--- src/lpf_isqrt.sv ---
`timescale 1ns / 1ps
// ----------------------------------------------------------------------------
// lpf_isqrt
// Pipelined floor square root, one result bit per stage, side data carried.
// ----------------------------------------------------------------------------
module lpf_isqrt #(
    parameter int NW = 46,
    parameter int SW = 1
) (
    input  logic            clk,
    input  logic            rst_n,
    input  logic            in_valid,
    input  logic [NW-1:0]   in_val,
    input  logic [SW-1:0]   in_side,
    output logic            out_valid,
    output logic [NW/2-1:0] out_root,
    output logic [SW-1:0]   out_side
);
    localparam int RW = (NW + 1) / 2;
    localparam int PW = 2 * RW;

    logic          v_reg [RW+1];
    logic [PW-1:0] n_reg [RW+1];
    logic [RW-1:0] q_reg [RW+1];
    logic [RW+1:0] r_reg [RW+1];
    logic [SW-1:0] s_reg [RW+1];

    always_comb
    begin
        v_reg[0] = in_valid;
        n_reg[0] = PW'(in_val);
        q_reg[0] = '0;
        r_reg[0] = '0;
        s_reg[0] = in_side;
    end

    for (genvar i = 0; i < RW; i++) begin : g_stage
        logic          v_q;
        logic [PW-1:0] n_q;
        logic [RW-1:0] q_q;
        logic [RW+1:0] r_q;
        logic [SW-1:0] s_q;
        logic [RW+1:0] rs;
        logic [RW+1:0] tr;
        logic [RW+2:0] df;

        always_comb
        begin
            rs = {r_reg[i][RW-1:0], n_reg[i][PW-1:PW-2]};
            tr = {q_reg[i], 2'b01};
            df = {1'b0, rs} - {1'b0, tr};
        end

        always_ff @(posedge clk or negedge rst_n)
        begin
            if (!rst_n)
            begin
                v_q <= 1'b0;
            end
            else
            begin
                v_q <= v_reg[i];
            end
        end

        always_ff @(posedge clk)
        begin
            n_q <= {n_reg[i][PW-3:0], 2'b00};
            s_q <= s_reg[i];
            if (!df[RW+2])
            begin
                r_q <= df[RW+1:0];
                q_q <= {q_reg[i][RW-2:0], 1'b1};
            end
            else
            begin
                r_q <= rs;
                q_q <= {q_reg[i][RW-2:0], 1'b0};
            end
        end

        always_comb
        begin
            v_reg[i+1] = v_q;
            n_reg[i+1] = n_q;
            q_reg[i+1] = q_q;
            r_reg[i+1] = r_q;
            s_reg[i+1] = s_q;
        end
    end

    assign out_valid = v_reg[RW];
    assign out_root  = q_reg[RW][NW/2-1:0];
    assign out_side  = s_reg[RW];
endmodule

--- config.mk ---
export PLATFORM = sky130hd
export DESIGN_NAME = lpf_isqrt
export DESIGN_NICKNAME = d
export VERILOG_FILES = /design/src/lpf_isqrt.sv
export SDC_FILE = /design/constraint.sdc
export NUM_CORES = 2
export LEC_CHECK = 0
export ABC_AREA = 1
export BUFFER_PORTS_ARGS = -buffer_cell sky130_fd_sc_hd__buf_2
export CAP_MARGIN = 20
export CORE_MARGIN = 4
export CORE_UTILIZATION = 35
export DETAILED_ROUTE_END_ITERATION = 6
export SLEW_MARGIN = 25
export SYNTH_ARGS = -nofsm -noshare
export SYNTH_HDL_FRONTEND = slang
export SYNTH_SLANG_ARGS = --single-unit
--- constraint.sdc ---
create_clock -name clk -period 2.5 [get_ports clk]
set_input_delay 0.5 -clock clk [delete_from_list [all_inputs] [get_ports clk]]
set_output_delay 0.5 -clock clk [all_outputs]
set_load 0.05 [all_outputs]
Yosys cells after proc, flatten, opt, wreduce, memory -nomap -nowiden
Index checks and enable logic that the tools add are counted.

Bits in registers: 1314. Latch bits: 0. Bits in writable memories: 0. Bits in read-only memories: 0. Input port bits: 50. Word-level logic and storage cells: 182. Memories kept: 0.

$add $sub $neg: 23. Multipliers: 0. Divide/modulo/power cells: 0. $lt $le $gt $ge: 0. Equality and inequality tests: 0. Shift operators: 0. Muxes and demuxes: 45. Bitwise operators: 0. Reductions and logical operators: 0.

Operators with widths (number): 23-bit two-way mux (21); 25-bit by 10-bit subtractor with 26-bit output (1); 25-bit by 11-bit subtractor with 26-bit output (1); 25-bit by 12-bit subtractor with 26-bit output (1); 25-bit by 13-bit subtractor with 26-bit output (1); 25-bit by 14-bit subtractor with 26-bit output (1); 25-bit by 15-bit subtractor with 26-bit output (1); 25-bit by 16-bit subtractor with 26-bit output (1); 25-bit by 17-bit subtractor with 26-bit output (1); 25-bit by 18-bit subtractor with 26-bit output (1); 25-bit by 19-bit subtractor with 26-bit output (1); 25-bit by 20-bit subtractor with 26-bit output (1); 25-bit by 21-bit subtractor with 26-bit output (1); 25-bit by 22-bit subtractor with 26-bit output (1); 25-bit by 23-bit subtractor with 26-bit output (1); 25-bit by 24-bit subtractor with 26-bit output (1); 25-bit by 3-bit subtractor with 26-bit output (1); 25-bit by 4-bit subtractor with 26-bit output (1); 25-bit by 5-bit subtractor with 26-bit output (1); 25-bit by 6-bit subtractor with 26-bit output (1); 25-bit by 7-bit subtractor with 26-bit output (1); 25-bit by 8-bit subtractor with 26-bit output (1); 25-bit by 9-bit subtractor with 26-bit output (1); 1-bit two-way mux (23); other kinds (2) (2).

Depth between registers and ports, before layout
Depth after elaboration: 2. Depth in mapped cells: 15.

Worst setup path before layout
Ideal clock, no wire load.

Path kind: reg-to-reg. Start: register g_stage[0].q_q[0]. End: register g_stage[1].r_q[15]. Data arrival time: 1.732 ns. Path slack: 0.712 ns. Stages on the path, launching flop included: 13. Path buffers: 1. Cells stage by stage: dfxtp_1 -> inv_1 -> ha_1 -> inv_1 -> a21oi_1 -> inv_1 -> nand2_1 -> nor2_1 -> buf_2 -> inv_1 -> ha_1 -> or2_2 -> inv_1.

Cells in the longest elaborated chain, start to end: 2.

Ends and longest elaborated chain: start, declared (line 40) `logic [RW-1:0] q_q;`; start signal, assigned (line 73) `q_q <= {q_reg[i][RW-2:0], 1'b1};`; start signal, assigned (line 78) `q_q <= {q_reg[i][RW-2:0], 1'b0};`; 25-bit by 3-bit subtractor with 26-bit output (line 51) `df = {1'b0, rs} - {1'b0, tr};`; 23-bit two-way mux (line 70) `if (!df[RW+2])`; end signal, assigned (line 72) `r_q <= df[RW+1:0];`; end signal, assigned (line 77) `r_q <= rs;`; end, declared (line 41) `logic [RW+1:0] r_q;`.

No other way between the ends. A chain may end at the register's enable or synchronous reset.

Worst setup path in the final report
Start: register g_stage[17].q_q[6]. End: register g_stage[18].r_q[17].

Cells in the longest elaborated chain, start to end: 2.

Ends and longest elaborated chain (line): start, declared (40); start signal, assigned (73); start signal, assigned (78); 25-bit by 20-bit subtractor with 26-bit output (51); 23-bit two-way mux (70); end signal, assigned (72); end signal, assigned (77); end, declared (41).

No other way between the ends.

==> impl_metrics.yaml <==
pwr:
  power_switching_mw: 23.2
  cellLeakagePower_nw: 34.0
  p_clk_share_pct: 32.6
  comb_power_share_pct: 25.9
  switching_share_pct: 34.9
  vdd_drop_max_mv: 0.691
  power_density_mw_per_mm2: 1040
  seqPwrFrac_pct: 41.4
  intPower_mw: 43.4
yosys:
  postSynthNetCount: 7817
  ys_ff_latch: 1305
  netlist.area_leader.share_pct: 46.1
  syn_inst: 7489
  yosys.area_share.xor_xnor_pct: 2.80
  mappedNetlistArea_sq_mm: 0.0556
  muxShareOfSynthArea_pct: 0
  synth_edf_count: 0
  synth.most_common_cell: "nand2_1"
  synthFlopType: "dfxtp_1"
  synthArstFlopShare_pct: 1.76
  syn_avg_cell_area_sq_um: 7.43
  synth.cells.most_frequent: "nand2_1, inv_1, dfxtp_1"
  synth_compound_area_share_pct: 4.37
  yosysSeqAreaShare_pct: 47.2
  yosys_warnings: 0
  synth_top_family_by_area: "simple AND/OR/NAND/NOR gates"
  synthSimpleGateAreaFrac_pct: 29.2
  synth_top_cell_by_area: "dfxtp_1"
  synth.top_cells.by_area: "dfxtp_1, nand2_1, inv_1, ha_1, nand3_1"
  synth.distinct_cells: 54
  synth_fa_ha_area_share_pct: 6.25
place:
  portBuffers: 74
  gp_routability_congestion: 0.923
  dp_hpwl_um: 115000
  dp_slack_ps: -15.4
  placedInstanceArea_sq_mm: 0.0584
  dp.cells: 9610
global_routing:
  grt_max_degree: 32
  grt-ovfl-total: 0
  grt_pass1_vias: 43400
  grt_use_total_pct: 17.3
  antenna_found_initial: 2
  grt_pass1_wl_um: 228000
drt:
  drtIter0Drc: 2566
  wl_met2_um: 65800
  dr_wl_met3_um: 5950
  drt_pass1_iterations: 5
  wire_per_inst_um: 14.4
  dr.max_layer_used: "met4"
  totalWireLength_um: 143000
  wl_met1_um: 66600
  ant_nets: 0
  drc: 0
  vias: 44700
  viasPerCell: 4.51
timing:
  timing_hold_violations_final: 0
  fin_crit_sh_pct: 94.8
  slew_headroom_pct: 43.6
  rsz0062_at_grt: "no"
  fin_skew_ps: 52.1
  layout_min_cycle_time_ps: 2370
  finalMaxSlewViolations: 0
  setup_viol: 0
  tightest_slew_ps: 837
  timing.fmax_mhz: 422
  setup_ws_ps: 130
cells_and_area:
  fin_util_pct: 40.4
  fill_cells: 16400
  drive_gt1_share_pct: 6.74
  multiInputGateArea_sq_mm: 0.0237
  layout.cells.non_filler: 9926
  design_area_sq_mm: 0.0639
  regArea_sq_mm: 0.0262
  final_nets: 8062
  areaGrowthSynthToFinish_pct: 14.9
floorplan:
  die_x_um: 407
  rows: 146
  dieHeight_um: 407
  start_util_pct: 35.2
  die_area_sq_mm: 0.165
  coreArea_sq_mm: 0.158
  ios: 75
clock_network:
  tritoncts: "yes"
  clkTransAtPathRegs_ps: 50
  cts_made_buffers: 144
  clk_latency_ps: 790
  clockRootBuffer: "clkbuf_16"
  post_cts_buffers: 0
  cts_max_level: 4
  clk_path_buf_depth: 3
  clock_sinks: 1305
critical_path:
  cp_slowest_cell: "dfxtp_1"
  worstSetupEndpointType: "register"
  cp_max_fo: 9
  crit_required_ps: 3160
  cp_cell_sequence: "inv_1 > ha_1 > nand2_1 > inv_1 > nand2_1 > nand2_1 > inv_1 > nand3_2 > nand2_1 > nand3_1 > buf_4 > nand3_1 > nand2_1"
  worst-path-buf-inv: 4
  cp_common_cell: "nand2_1"
  slowest_delay_ps: 440
  worstSetupStartpointType: "register"
  critical-path-top-delay-family: "simple AND/OR/NAND/NOR gates"
  worstSetupPathType: "reg -> reg"
  cp_data_arrival_time_ps: 3030
hold_path:
  hold_class: "in -> async"
run_status:
  status: "complete, no violations"
run:
  drv_cap: 0
## through the flow
step	hold WS (ps)	power, mW	setup TNS [ps]
finish	210	66.6	0
global route	239	71.0	0
global placement	310	45.1	-48.4
detailed placement	312	45.2	-15.4
floorplan	204	39.5	0
CTS	158	67.3	0
## power by group through the flow
stage | Clock (mW) | Combinational (mW) | Sequential, mW
floorplan | 0 | 12.9 | 26.6
global placement | 0 | 17.0 | 28.1
detailed placement | 0 | 17.1 | 28.1
CTS | 22.5 | 17.3 | 27.6
global route | 23.3 | 19.8 | 27.9
finish | 21.7 | 17.3 | 27.6
## flip-flops by register name, indices dropped and copies added, names as in the netlist
| register | flops |
|---|---|
| g_stage.n_q | 506 |
| g_stage.r_q | 477 |
| g_stage.q_q | 253 |
| out_root | 23 |
| g_stage.s_q | 22 |
| g_stage.v_q | 22 |
| out_side | 1 |
| out_valid | 1 |
## final timing paths
path,from,to,slack [ps],depth (start not counted)
worst min-delay path,rst_n,g_stage[2].v_q,210,2
worst max-delay path,g_stage[17].q_q[6],g_stage[18].r_q[17],130,13
min in group clk,g_stage[9].n_q[22],g_stage[10].n_q[24],310,0
worst min register to register,g_stage[9].n_q[22],g_stage[10].n_q[24],310,0
worst max register to register,g_stage[17].q_q[6],g_stage[18].r_q[17],130,13
max in group asynchronous,rst_n,g_stage[21].v_q,1940,2
## cell families after synthesis
group,after synthesis
simple gates,3869
buf+inv,1414
flops,1305
compound gates,444
fa+ha+maj,278
xor+xnor,178
other cells,1
## layout make-up
type / instances / area share (%)
repair buffers: 167 / 1.95
flip-flops and latches: 1305 / 41.1
diodes: 2 / 0.00783
clock buffers: 190 / 6.30
multi-input cells: 4770 / 37.1
inverters: 1346 / 7.95
clock inverters: 74 / 1.55
well taps: 2072 / 4.06
## repair_timing
item                       in CTS  in global routing
hold endpoints to repair       72                  0
gates resized for setup         1                  8
hold buffers                   50                  0
setup endpoints to repair       1                 14
## routing by layer
layer / vias up / track usage (%)
li1: 23400 / -
met1: 20100 / 22.7
met2: 944 / 29.1
met3: 255 / 2.51
met4: 0 / 6.00
met5: - / 0
## layout by cell type, fill, tap and decap left out, types with 25 or more instances in the layout
master         Yosys  routed
clkbuf_16          0     145
buf_2             12      74
o21ai_1           39      39
dlygate4sd3_1      0      50
a21oi_1          227     227
inv_1           1325    1325
nand2_1         2478    2478
nand3b_1          85      85
clkinv_2           1      27
dfxtp_1         1282    1282
nand2_2           27      27
xnor2_1           74      74
nand3_1          467     467
o21ai_0          120     120
nor2_2            24      25
xor2_1           104     104
buf_4             20      39
nand4_1           95      95
ha_1             278     278
nor2_1           570     569
nor3_1            46      46
Power figures use the tool's default switching activity.
